$ cat src/edc_pkg.sv
// Shared types, constants and helper functions for the event end date calculator.
package edc_pkg;

  typedef logic [13:0] year_t;
  typedef logic [3:0]  month_t;
  typedef logic [4:0]  day_t;
  typedef logic [10:0] mod_t;
  typedef logic [14:0] dur_t;
  typedef logic [30:0] color_t;
  typedef logic [4:0]  hour_t;
  typedef logic [5:0]  minute_t;

  localparam int NSTG = 9;

  localparam logic [10:0] MIN_PER_DAY  = 11'd1440;
  localparam logic [5:0]  MIN_PER_HOUR = 6'd60;
  localparam color_t      DELETED_COLOR = 31'd2;

  localparam int          DAYQ_SH = 26;
  localparam logic [15:0] DAYQ_K  = 16'(((64'd1 << DAYQ_SH) + 64'd1439) / 64'd1440);
  localparam int          HOUR_SH = 17;
  localparam logic [11:0] HOUR_K  = 12'(((64'd1 << HOUR_SH) + 64'd59) / 64'd60);

  localparam int          Y100_SH = 21;
  localparam logic [14:0] Y100_K  = 15'(((64'd1 << Y100_SH) + 64'd99) / 64'd100);
  localparam int          Y400_SH = 23;
  localparam logic [14:0] Y400_K  = 15'(((64'd1 << Y400_SH) + 64'd399) / 64'd400);
  localparam logic [14:0] YEAR_SHIFT = 15'd400;
  localparam logic [23:0] DAYS_PER_YEAR = 24'd365;
  localparam logic [24:0] DN_BIAS = 25'd146403;
  localparam logic signed [24:0] DN_MIN = 25'sd1;
  localparam logic signed [24:0] DN_MAX = 25'sd3652059;
  localparam logic [24:0] ZP_OFS  = 25'd305;

  localparam int          ERA_SH   = 39;
  localparam logic [21:0] ERA_K    = 22'(((64'd1 << ERA_SH) + 64'd146096) / 64'd146097);
  localparam logic [17:0] ERA_DAYS = 18'd146097;
  localparam logic [17:0] DOE_LAST = 18'd146096;
  localparam int          D1460_SH = 28;
  localparam logic [17:0] D1460_K  = 18'(((64'd1 << D1460_SH) + 64'd1459) / 64'd1460);
  localparam int          D36524_SH = 33;
  localparam logic [17:0] D36524_K  = 18'(((64'd1 << D36524_SH) + 64'd36523) / 64'd36524);
  localparam int          D365_SH  = 26;
  localparam logic [17:0] D365_K   = 18'(((64'd1 << D365_SH) + 64'd364) / 64'd365);
  localparam int          YOE100_SH = 16;
  localparam logic [9:0]  YOE100_K  = 10'(((64'd1 << YOE100_SH) + 64'd99) / 64'd100);
  localparam int          MP_SH = 19;
  localparam logic [11:0] MP_K  = 12'(((64'd1 << MP_SH) + 64'd152) / 64'd153);

  localparam year_t  YEAR_MAX  = 14'd9999;
  localparam month_t MONTH_MAX = 4'd12;
  localparam day_t   DAY_MAX   = 5'd31;
  localparam year_t  YEAR_MIN  = 14'd1;
  localparam month_t MONTH_MIN = 4'd1;
  localparam day_t   DAY_MIN   = 5'd1;

  typedef struct packed {
    logic [NSTG-1:0] en;
  } pipe_ctl_t;

  typedef struct packed {
    hour_t   begin_hour;
    minute_t begin_minute;
    hour_t   end_hour;
    minute_t end_minute;
  } time_res_t;

  typedef struct packed {
    logic   sat_hi;
    logic   sat_lo;
    logic   nocarry;
    year_t  sy;
    month_t sm;
    day_t   sd;
  } side_t;

  typedef struct packed {
    logic [21:0] zp;
    logic [43:0] ep;
    side_t       side;
  } fwd_t;

  typedef struct packed {
    year_t  year;
    month_t month;
    day_t   day;
  } date_t;

  // Days from March 1 to the first of a month, months counted from March as 3.
  function automatic logic [8:0] day_offset(input logic [3:0] m);
    logic [8:0] r;
    unique case (m)
      4'd3:    r = 9'd0;
      4'd4:    r = 9'd31;
      4'd5:    r = 9'd61;
      4'd6:    r = 9'd92;
      4'd7:    r = 9'd122;
      4'd8:    r = 9'd153;
      4'd9:    r = 9'd184;
      4'd10:   r = 9'd214;
      4'd11:   r = 9'd245;
      4'd12:   r = 9'd275;
      4'd13:   r = 9'd306;
      4'd14:   r = 9'd337;
      4'd15:   r = 9'd367;
      default: r = 9'd0;
    endcase
    return r;
  endfunction

endpackage

$ cat src/edc_if.sv
// Handshake interfaces for the event word and the result word.
interface edc_in_if import edc_pkg::*; ();
  logic   valid;
  logic   ready;
  year_t  start_year;
  month_t start_month;
  day_t   start_day;
  mod_t   start_minute_of_day;
  dur_t   duration_minutes;
  color_t event_color;

  modport source (output valid, output start_year, output start_month, output start_day,
                  output start_minute_of_day, output duration_minutes, output event_color,
                  input ready);
  modport sink (input valid, input start_year, input start_month, input start_day,
                input start_minute_of_day, input duration_minutes, input event_color,
                output ready);
endinterface

interface edc_out_if import edc_pkg::*; ();
  logic    valid;
  logic    ready;
  hour_t   begin_hour;
  minute_t begin_minute;
  year_t   end_year;
  month_t  end_month;
  day_t    end_day;
  hour_t   end_hour;
  minute_t end_minute;

  modport source (output valid, output begin_hour, output begin_minute, output end_year,
                  output end_month, output end_day, output end_hour, output end_minute,
                  input ready);
  modport sink (input valid, input begin_hour, input begin_minute, input end_year,
                input end_month, input end_day, input end_hour, input end_minute,
                output ready);
endinterface

$ cat src/edc_ctrl.sv
// Valid bits and per-stage load enables of the pipeline.
module edc_ctrl import edc_pkg::*; (
  input  logic      clk,
  input  logic      rst_n,
  input  logic      in_valid,
  input  logic      in_live,
  input  logic      out_ready,
  output logic      in_ready,
  output logic      out_valid,
  output pipe_ctl_t ctl
);

  logic [NSTG-1:0] v_r;
  logic [NSTG-1:0] v_nxt;

  // A stage loads when it is empty or when the stage after it loads.
  always_comb begin
    ctl.en[NSTG-1] = !v_r[NSTG-1] || out_ready;
    for (int i = NSTG - 2; i >= 0; i--) begin
      ctl.en[i] = !v_r[i] || ctl.en[i+1];
    end
  end

  always_comb begin
    v_nxt = v_r;
    if (ctl.en[0]) begin
      v_nxt[0] = in_valid && in_live;
    end
    for (int i = 1; i < NSTG; i++) begin
      if (ctl.en[i]) begin
        v_nxt[i] = v_r[i-1];
      end
    end
  end

  always_ff @(posedge clk) begin
    if (!rst_n) begin
      v_r <= '0;
    end else begin
      v_r <= v_nxt;
    end
  end

  assign in_ready  = ctl.en[0];
  assign out_valid = v_r[NSTG-1];

endmodule

$ cat src/edc_time.sv
// Minute arithmetic: day carry, start hour and minute, end hour and minute.
module edc_time import edc_pkg::*; (
  input  logic      clk,
  input  pipe_ctl_t ctl,
  input  mod_t      smin,
  input  dur_t      dur,
  output logic [4:0] carry,
  output time_res_t res
);

  logic [15:0] total0_r, total0_nxt;
  logic [31:0] qp0_r, qp0_nxt;
  mod_t        s0_r, s0_nxt;

  mod_t        eod1_r, eod1_nxt;
  logic [22:0] bp1_r, bp1_nxt;
  mod_t        s1_r;

  hour_t       bh2_r, bh2_nxt;
  minute_t     bm2_r, bm2_nxt;
  logic [22:0] ep2_r, ep2_nxt;
  mod_t        eod2_r;

  time_res_t   tr_nxt;
  time_res_t   tr_r [3:8];

  always_comb begin
    total0_nxt = 16'(smin) + 16'(dur);
    qp0_nxt    = 32'(total0_nxt) * 32'(DAYQ_K);
    s0_nxt     = (smin >= MIN_PER_DAY) ? smin - MIN_PER_DAY : smin;
  end

  assign carry = qp0_r[DAYQ_SH +: 5];

  always_comb begin
    eod1_nxt = 11'(total0_r - 16'(carry) * 16'(MIN_PER_DAY));
    bp1_nxt  = 23'(s0_r) * 23'(HOUR_K);
  end

  always_comb begin
    bh2_nxt = bp1_r[HOUR_SH +: 5];
    bm2_nxt = 6'(s1_r - 11'(bh2_nxt) * 11'(MIN_PER_HOUR));
    ep2_nxt = 23'(eod1_r) * 23'(HOUR_K);
  end

  always_comb begin
    tr_nxt.begin_hour   = bh2_r;
    tr_nxt.begin_minute = bm2_r;
    tr_nxt.end_hour     = ep2_r[HOUR_SH +: 5];
    tr_nxt.end_minute   = 6'(eod2_r - 11'(tr_nxt.end_hour) * 11'(MIN_PER_HOUR));
  end

  always_ff @(posedge clk) begin
    if (ctl.en[0]) begin
      total0_r <= total0_nxt;
      qp0_r    <= qp0_nxt;
      s0_r     <= s0_nxt;
    end
    if (ctl.en[1]) begin
      eod1_r <= eod1_nxt;
      bp1_r  <= bp1_nxt;
      s1_r   <= s0_r;
    end
    if (ctl.en[2]) begin
      bh2_r  <= bh2_nxt;
      bm2_r  <= bm2_nxt;
      ep2_r  <= ep2_nxt;
      eod2_r <= eod1_r;
    end
    if (ctl.en[3]) begin
      tr_r[3] <= tr_nxt;
    end
    for (int i = 4; i <= 8; i++) begin
      if (ctl.en[i]) begin
        tr_r[i] <= tr_r[i-1];
      end
    end
  end

  assign res = tr_r[8];

endmodule

$ cat src/edc_fwd.sv
// Start date plus day carry to a day number, with range checks and era product.
module edc_fwd import edc_pkg::*; (
  input  logic       clk,
  input  pipe_ctl_t  ctl,
  input  year_t      sy,
  input  month_t     sm,
  input  day_t       sd,
  input  logic [4:0] carry,
  output fwd_t       f
);

  logic        adj0;
  logic [14:0] yy0_r, yy0_nxt;
  logic [23:0] y365_0_r, y365_0_nxt;
  logic [29:0] p100_0_r, p100_0_nxt;
  logic [29:0] p400_0_r, p400_0_nxt;
  logic [8:0]  off0_r, off0_nxt;
  year_t       sy0_r;
  month_t      sm0_r;
  day_t        sd0_r;

  logic signed [24:0] dn1_r, dn1_nxt;
  logic               nc1_r;
  year_t              sy1_r;
  month_t             sm1_r;
  day_t               sd1_r;

  logic [21:0] zp2;
  fwd_t        f_r, f_nxt;

  // January and February count as months 13 and 14 of the year before.
  always_comb begin
    adj0       = sm < 4'd3;
    yy0_nxt    = 15'(sy) + YEAR_SHIFT - 15'(adj0);
    y365_0_nxt = 24'(yy0_nxt) * DAYS_PER_YEAR;
    p100_0_nxt = 30'(yy0_nxt) * 30'(Y100_K);
    p400_0_nxt = 30'(yy0_nxt) * 30'(Y400_K);
    off0_nxt   = day_offset(adj0 ? sm + 4'd12 : sm);
  end

  always_comb begin
    dn1_nxt = 25'(y365_0_r) + 25'(yy0_r >> 2) + 25'(p400_0_r[Y400_SH +: 6])
            + 25'(off0_r) + 25'(sd0_r) + 25'(carry)
            - 25'(p100_0_r[Y100_SH +: 8]) - DN_BIAS;
  end

  always_comb begin
    zp2                = 22'(dn1_r + ZP_OFS);
    f_nxt.zp           = zp2;
    f_nxt.ep           = 44'(zp2) * 44'(ERA_K);
    f_nxt.side.sat_hi  = dn1_r > DN_MAX;
    f_nxt.side.sat_lo  = dn1_r < DN_MIN;
    f_nxt.side.nocarry = nc1_r;
    f_nxt.side.sy      = sy1_r;
    f_nxt.side.sm      = sm1_r;
    f_nxt.side.sd      = sd1_r;
  end

  always_ff @(posedge clk) begin
    if (ctl.en[0]) begin
      yy0_r    <= yy0_nxt;
      y365_0_r <= y365_0_nxt;
      p100_0_r <= p100_0_nxt;
      p400_0_r <= p400_0_nxt;
      off0_r   <= off0_nxt;
      sy0_r    <= sy;
      sm0_r    <= sm;
      sd0_r    <= sd;
    end
    if (ctl.en[1]) begin
      dn1_r <= dn1_nxt;
      nc1_r <= carry == 5'd0;
      sy1_r <= sy0_r;
      sm1_r <= sm0_r;
      sd1_r <= sd0_r;
    end
    if (ctl.en[2]) begin
      f_r <= f_nxt;
    end
  end

  assign f = f_r;

endmodule

$ cat src/edc_inv.sv
// Day number back to a Gregorian date, then range and no-carry selection.
module edc_inv import edc_pkg::*; (
  input  logic      clk,
  input  pipe_ctl_t ctl,
  input  fwd_t      f,
  output date_t     date
);

  side_t side_r [3:7];

  logic [4:0]  era3_nxt;
  logic [4:0]  era_r [3:7];
  logic [17:0] doe3_r, doe3_nxt;

  logic [35:0] p1460_4_r, p36524_4_r;
  logic [17:0] doe4_r;

  logic [17:0] num5;
  logic [35:0] np5_r;
  logic [17:0] doe5_r;

  logic [8:0]  yoe6_nxt;
  logic [8:0]  yoe6_r;
  logic [17:0] y365_6_r;
  logic [18:0] py100_6_r;
  logic [17:0] doe6_r;

  logic [8:0]  doy7_nxt;
  logic [10:0] x7;
  logic [8:0]  doy7_r;
  logic [22:0] mp7_r;
  logic [8:0]  yoe7_r;

  logic [3:0]  mp8;
  month_t      mm8;
  day_t        dd8;
  year_t       yy8;
  date_t       date_nxt;
  date_t       date_r;

  always_comb begin
    era3_nxt = f.ep[ERA_SH +: 5];
    doe3_nxt = 18'(f.zp - 22'(era3_nxt) * 22'(ERA_DAYS));
  end

  // Year of era: corrects for leap days at 4, 100 and 400 year spacing.
  always_comb begin
    num5 = doe4_r - 18'(p1460_4_r[D1460_SH +: 7]) + 18'(p36524_4_r[D36524_SH +: 3])
         - 18'(doe4_r == DOE_LAST);
  end

  assign yoe6_nxt = np5_r[D365_SH +: 9];

  always_comb begin
    doy7_nxt = 9'(doe6_r - (y365_6_r + 18'(yoe6_r >> 2) - 18'(py100_6_r[YOE100_SH +: 2])));
    x7       = 11'(doy7_nxt) * 11'(5) + 11'(2);
  end

  always_comb begin
    mp8 = mp7_r[MP_SH +: 4];
    dd8 = 5'(doy7_r + 9'd1 - day_offset(mp8 + 4'd3));
    mm8 = (mp8 < 4'd10) ? mp8 + 4'd3 : mp8 - 4'd9;
    yy8 = 14'(era_r[7]) * 14'(400) + 14'(yoe7_r) + 14'(mm8 <= 4'd2);
    priority if (side_r[7].nocarry) begin
      date_nxt.year  = side_r[7].sy;
      date_nxt.month = side_r[7].sm;
      date_nxt.day   = side_r[7].sd;
    end else if (side_r[7].sat_hi) begin
      date_nxt.year  = YEAR_MAX;
      date_nxt.month = MONTH_MAX;
      date_nxt.day   = DAY_MAX;
    end else if (side_r[7].sat_lo) begin
      date_nxt.year  = YEAR_MIN;
      date_nxt.month = MONTH_MIN;
      date_nxt.day   = DAY_MIN;
    end else begin
      date_nxt.year  = yy8;
      date_nxt.month = mm8;
      date_nxt.day   = dd8;
    end
  end

  always_ff @(posedge clk) begin
    if (ctl.en[3]) begin
      side_r[3] <= f.side;
      era_r[3]  <= era3_nxt;
      doe3_r    <= doe3_nxt;
    end
    for (int i = 4; i <= 7; i++) begin
      if (ctl.en[i]) begin
        side_r[i] <= side_r[i-1];
      end
    end
    for (int i = 4; i <= 7; i++) begin
      if (ctl.en[i]) begin
        era_r[i] <= era_r[i-1];
      end
    end
    if (ctl.en[4]) begin
      p1460_4_r  <= 36'(doe3_r) * 36'(D1460_K);
      p36524_4_r <= 36'(doe3_r) * 36'(D36524_K);
      doe4_r     <= doe3_r;
    end
    if (ctl.en[5]) begin
      np5_r  <= 36'(num5) * 36'(D365_K);
      doe5_r <= doe4_r;
    end
    if (ctl.en[6]) begin
      yoe6_r    <= yoe6_nxt;
      y365_6_r  <= 18'(yoe6_nxt) * 18'(365);
      py100_6_r <= 19'(yoe6_nxt) * 19'(YOE100_K);
      doe6_r    <= doe5_r;
    end
    if (ctl.en[7]) begin
      doy7_r <= doy7_nxt;
      mp7_r  <= 23'(x7) * 23'(MP_K);
      yoe7_r <= yoe6_r;
    end
    if (ctl.en[8]) begin
      date_r <= date_nxt;
    end
  end

  assign date = date_r;

endmodule

$ cat src/event_end_datetime_calc_top.sv
// Top level of the event end date and time calculator.
//
//   Channel   Dir  Handshake    Word contents
//   in_chan   in   valid/ready  start date, start minute, duration, color
//   out_chan  out  valid/ready  start hour/minute, end date, end hour/minute
//
// One word is taken per cycle unless a stalled output has backed up the pipeline;
// a result passes through the nine register stages of the pipeline, the first
// of which loads at the accepting edge.
// Events with the deleted color are accepted and leave no result.
// Reset clears only the stage valid bits.
// A stalled output holds its word; upstream stages keep filling empty slots.
module event_end_datetime_calc_top import edc_pkg::*; (
  input  logic     clk,
  input  logic     rst_n,
  edc_in_if.sink   in_chan,
  edc_out_if.source out_chan
);

  pipe_ctl_t  ctl;
  logic       out_valid;
  logic       in_ready;
  logic [4:0] carry;
  time_res_t  tres;
  fwd_t       fwd;
  date_t      date;

  edc_ctrl u_ctrl (
    .clk       (clk),
    .rst_n     (rst_n),
    .in_valid  (in_chan.valid),
    .in_live   (in_chan.event_color != DELETED_COLOR),
    .out_ready (out_chan.ready),
    .in_ready  (in_ready),
    .out_valid (out_valid),
    .ctl       (ctl)
  );

  edc_time u_time (
    .clk   (clk),
    .ctl   (ctl),
    .smin  (in_chan.start_minute_of_day),
    .dur   (in_chan.duration_minutes),
    .carry (carry),
    .res   (tres)
  );

  edc_fwd u_fwd (
    .clk   (clk),
    .ctl   (ctl),
    .sy    (in_chan.start_year),
    .sm    (in_chan.start_month),
    .sd    (in_chan.start_day),
    .carry (carry),
    .f     (fwd)
  );

  edc_inv u_inv (
    .clk  (clk),
    .ctl  (ctl),
    .f    (fwd),
    .date (date)
  );

  assign in_chan.ready         = in_ready;
  assign out_chan.valid        = out_valid;
  assign out_chan.begin_hour   = tres.begin_hour;
  assign out_chan.begin_minute = tres.begin_minute;
  assign out_chan.end_year     = date.year;
  assign out_chan.end_month    = date.month;
  assign out_chan.end_day      = date.day;
  assign out_chan.end_hour     = tres.end_hour;
  assign out_chan.end_minute   = tres.end_minute;

endmodule

$ cat src/flat_wrapper.sv
// flat-port wrapper written by rule: the top's interface ports become plain ports
module event_end_datetime_calc_top_flat import edc_pkg::*;
  (clk, rst_n, in_chan_valid, in_chan_start_year, in_chan_start_month, in_chan_start_day, in_chan_start_minute_of_day, in_chan_duration_minutes, in_chan_event_color, in_chan_ready, out_chan_valid, out_chan_begin_hour, out_chan_begin_minute, out_chan_end_year, out_chan_end_month, out_chan_end_day, out_chan_end_hour, out_chan_end_minute, out_chan_ready);
  edc_in_if in_chan_i ();
  edc_out_if out_chan_i ();
  input  logic clk;
  input  logic rst_n;
  input wire logic [$bits(in_chan_i.valid)-1:0] in_chan_valid;
  input wire logic [$bits(in_chan_i.start_year)-1:0] in_chan_start_year;
  input wire logic [$bits(in_chan_i.start_month)-1:0] in_chan_start_month;
  input wire logic [$bits(in_chan_i.start_day)-1:0] in_chan_start_day;
  input wire logic [$bits(in_chan_i.start_minute_of_day)-1:0] in_chan_start_minute_of_day;
  input wire logic [$bits(in_chan_i.duration_minutes)-1:0] in_chan_duration_minutes;
  input wire logic [$bits(in_chan_i.event_color)-1:0] in_chan_event_color;
  output wire logic [$bits(in_chan_i.ready)-1:0] in_chan_ready;
  output wire logic [$bits(out_chan_i.valid)-1:0] out_chan_valid;
  output wire logic [$bits(out_chan_i.begin_hour)-1:0] out_chan_begin_hour;
  output wire logic [$bits(out_chan_i.begin_minute)-1:0] out_chan_begin_minute;
  output wire logic [$bits(out_chan_i.end_year)-1:0] out_chan_end_year;
  output wire logic [$bits(out_chan_i.end_month)-1:0] out_chan_end_month;
  output wire logic [$bits(out_chan_i.end_day)-1:0] out_chan_end_day;
  output wire logic [$bits(out_chan_i.end_hour)-1:0] out_chan_end_hour;
  output wire logic [$bits(out_chan_i.end_minute)-1:0] out_chan_end_minute;
  input wire logic [$bits(out_chan_i.ready)-1:0] out_chan_ready;
  assign in_chan_i.valid = in_chan_valid;
  assign in_chan_i.start_year = in_chan_start_year;
  assign in_chan_i.start_month = in_chan_start_month;
  assign in_chan_i.start_day = in_chan_start_day;
  assign in_chan_i.start_minute_of_day = in_chan_start_minute_of_day;
  assign in_chan_i.duration_minutes = in_chan_duration_minutes;
  assign in_chan_i.event_color = in_chan_event_color;
  assign in_chan_ready = in_chan_i.ready;
  assign out_chan_valid = out_chan_i.valid;
  assign out_chan_begin_hour = out_chan_i.begin_hour;
  assign out_chan_begin_minute = out_chan_i.begin_minute;
  assign out_chan_end_year = out_chan_i.end_year;
  assign out_chan_end_month = out_chan_i.end_month;
  assign out_chan_end_day = out_chan_i.end_day;
  assign out_chan_end_hour = out_chan_i.end_hour;
  assign out_chan_end_minute = out_chan_i.end_minute;
  assign out_chan_i.ready = out_chan_ready;
  event_end_datetime_calc_top u_core (.clk(clk), .rst_n(rst_n), .in_chan(in_chan_i), .out_chan(out_chan_i));
endmodule
$ cat config.mk
export PLATFORM = sky130hd
export DESIGN_NAME = event_end_datetime_calc_top_flat
export DESIGN_NICKNAME = d
export VERILOG_FILES = /design/src/edc_pkg.sv /design/src/edc_if.sv /design/src/edc_ctrl.sv /design/src/edc_time.sv /design/src/edc_fwd.sv /design/src/edc_inv.sv /design/src/event_end_datetime_calc_top.sv /design/src/flat_wrapper.sv
export SDC_FILE = /design/constraint.sdc
export NUM_CORES = 2
export LEC_CHECK = 0
export BUFFER_PORTS_ARGS = -buffer_cell sky130_fd_sc_hd__buf_2
export CAP_MARGIN = 10
export CORE_ASPECT_RATIO = 0.8
export CORE_MARGIN = 5
export CORE_UTILIZATION = 55
export CTS_BUF_LIST = sky130_fd_sc_hd__clkbuf_4 sky130_fd_sc_hd__clkbuf_8
export DETAILED_ROUTE_END_ITERATION = 6
export GPL_TIMING_DRIVEN = 0
export PLACE_DENSITY = 0.72
export SYNTH_ARGS = -nofsm -noshare
export SYNTH_HDL_FRONTEND = slang
export SYNTH_SLANG_ARGS = --single-unit
$ cat constraint.sdc
create_clock -name clk -period 19.7 [get_ports clk]
set_input_delay 3.94 -clock clk [delete_from_list [all_inputs] [get_ports clk]]
set_output_delay 3.94 -clock clk [all_outputs]
set_load 0.1 [all_outputs]
==> results.sh <==
export IMPL_clock_sinks=674
export IMPL_die_h_um=321
export IMPL_cts_setup_buffers=0
export IMPL_crit_arrival_ns=13.03
export IMPL_setup_viol=0
export IMPL_syn_to_final_growth_pct=7.50
export IMPL_wl_per_cell_um=17.4
export IMPL_antenna_found_initial=3
export IMPL_route_vias_total=38200
export IMPL_grt_first_pass_wirelength_um=215000
export IMPL_wl_um=129000
export IMPL_grt_max_degree=72
export IMPL_synthesis_area_um2=66300
export IMPL_netlist_area_leader_share_pct=30.1
export IMPL_syn_avg_cell_area_um2=12.2
export IMPL_ys_seq_elements=674
export IMPL_h_tree_depth=3
export IMPL_max_freq_mhz=79.5
export IMPL_path_class="input pin to flip-flop"
export IMPL_worst_setup_path_start_kind="input pin"
export IMPL_netlist_instances=5440
export IMPL_die_area_um2=128000
export IMPL_ctsHoldBuffers=0
export IMPL_fin_skew_ns=0.0675
export IMPL_die_w_um=398
export IMPL_clock_latency_ns=0.76
export IMPL_drv_slew=0
export IMPL_ys_top_cells_by_area="edfxtp_1 30%, ha_1 25%, fa_1 24%, inv_1 7.7%, xnor2_1 2.7%"
export IMPL_synth_fp_nets=7651
export IMPL_cts_resized=0
export IMPL_fp_coreArea_um2=120000
export IMPL_worstPathRequired_ns=20.15
export IMPL_nNetsFinal=7895
export IMPL_period_needed_ns=12.58
export IMPL_crit_path_top_delay_cell="xor2_1"
export IMPL_synth_most_common_cell="inv_1"
export IMPL_yosysWarnings=0
export IMPL_grt_pass1_vias=40800
export IMPL_dp_hpwl_um=108000
export IMPL_worst_slew_pin_transition_ns=1.21
export IMPL_async_reset_ff_share_pct=0
export IMPL_synth_edf_count=665
export IMPL_ios=131
export IMPL_clk_path_buf_depth=3
export IMPL_drc=0
export IMPL_drt_initial_drc_count=2200
export IMPL_gp_congestion=0.931
export IMPL_yosysTopAreaCell="edfxtp_1"
export IMPL_hold_path_class="flip-flop to flip-flop"
export IMPL_start_util_pct=55.1
export IMPL_cts_buffers=97
export IMPL_viasPerCell=5.17
export IMPL_track_usage_pct=21.1
export IMPL_ys_seq_area_share_pct=30.4
export IMPL_fin_crit_sh_pct=63.9
export IMPL_critPathCaptureType="flip-flop"
export IMPL_maxCapViolCount=0
export IMPL_slew_headroom_pct=18.5
export IMPL_synth_common_cells="1368 x inv_1, 1325 x ha_1, 802 x fa_1"
export IMPL_status="finished clean"
export IMPL_rows=114
export IMPL_rsz0062_at_grt="false"
export IMPL_critical_path_max_stage_delay_ns=0.90
export IMPL_ys_flop_type="edfxtp_1"
export IMPL_grt_remaining_overflow=0
export IMPL_cts_tree="done"
export IMPL_finalSetupTns_ns=0
export IMPL_cts_root_buf="clkbuf_8"
export IMPL_hold_viol=0
export IMPL_clk_pin_slew_ns=0.08
export IMPL_crit_fanout=7
export IMPL_drt_pass1_iterations=5
export IMPL_synth_distinct_cells=76
export IMPL_layout_drive_gt1_share_pct=6.33
export IMPL_ant_nets=0
export IMPL_placement_io_buffers=129
-- placed cells by master, fill, tap and decap left out, types with 9 or more instances in the layout --
master and instances:
a211oi_1 11, nor3b_1 9, ha_1 1325, xor2_1 80
dfxtp_1 9, clkbuf_4 32, o21ai_1 24, and3_1 18
xnor2_1 194, nand2_1 76, nor2_1 103, o21bai_1 35
clkinv_1 22, buf_2 129, clkbuf_8 97, a21o_1 73
nand3_1 37, nand4_1 24, inv_1 1363, nand2b_1 21
or2_2 9, nor2b_1 31, nor3_1 35, buf_4 32
and2_1 10, o21ai_0 68, clkbuf_1 13, fa_1 802
nor4_1 16, or3_1 15, a21oi_1 144, o21a_1 42
edfxtp_1 665, clkinv_2 9, a31oi_1 18
-- path summary, 6_finish.rpt --
check	depth (start not counted)	slack, ns	start	end
min reg2reg	0	0.39	u_core.u_time.tr_r[0][136]	u_core.u_time.tr_r[0][158]
max reg2reg	42	8.19	u_core.u_inv.doe4_r[8]	u_core.u_inv.np5_r[34]
max	32	7.12	in_chan_start_month[1]	u_core.u_fwd.p400_0_r[28]
min	0	0.39	u_core.u_time.tr_r[0][136]	u_core.u_time.tr_r[0][158]
-- cells by family (layout without fill, tap and decap cells) --
group           count (synthesis)  count (layout)  synth area share, %
simple gates                  422             422                 3.22
compound gates                520             520                 5.20
flops                         674             674                 30.4
mux                             8               8                0.128
buf+inv                      1407            1729                 8.09
other cells                     0               3                    0
fa+ha+maj                    2127            2127                 49.2
xor+xnor                      282             282                 3.75
-- worst max-delay path: cells and delay by family --
family,cells,cell delay [ns]
buf+inv,6,0.46
fa+ha+maj,9,3.52
simple gates,2,0.16
compound gates,13,3.79
xor+xnor,2,1.16
-- stage by stage --
| step | hold slack, ns | worst slack [ns] | std cells | utilization, % | instance area (um2) |
|---|---|---|---|---|---|
| global placement | 0.401 | 5.78 | 7193 | 57.4 | 69000 |
| floorplan | 0.400 | 7.78 | 5440 | - | 66300 |
| global route | 0.378 | 6.55 | 7387 | 59.3 | 71300 |
| CTS | 0.379 | 7.22 | 7382 | 59.2 | 71200 |
| detailed placement | 0.405 | 6.45 | 7205 | 57.6 | 69300 |
| finish | 0.387 | 7.12 | 7389 | 59.3 | 71300 |
-- layer usage --
layer	up-vias	wire (um)	global-route usage (%)
met5	-	0	0
met4	0	1960	3.79
met3	125	6810	3.07
met2	810	57400	32.7
met1	18800	62700	32.2
li1	18500	-	-
-- area by class of cell --
class | count | area [um2]
repair buffers | 145 | 871
plain buffers | 37 | 221
diodes | 3 | 7.51
clock buffers | 129 | 1580
well taps | 1624 | 2030
clock inverters | 48 | 382
multi-input cells | 3359 | 40900
fillers | 9466 | 49000
flip-flops and latches | 674 | 20100
inverters | 1370 | 5150
-- sequential cells by signal (all words and copies together), names as in the netlist, 11 cells and up --
signal and count:
u_core.u_time.tr_r 132, u_core.u_inv.side_r 130, u_core.u_fwd.f 49, u_core.u_fwd.dn1_r 25, u_core.u_inv.era_r 25, u_core.u_inv.date 23, u_core.u_fwd.y365_0_r 22, u_core.u_inv.doe3_r 18
u_core.u_inv.doe4_r 17, u_core.u_fwd.yy0_r 15, u_core.u_fwd.sy0_r 14, u_core.u_fwd.sy1_r 14, u_core.u_time.eod1_r 11, u_core.u_time.s0_r 11, u_core.u_time.total0_r 11
Power is not shown: default switching activity piles up to over one toggle a cycle in this logic, so the estimate is an artifact.
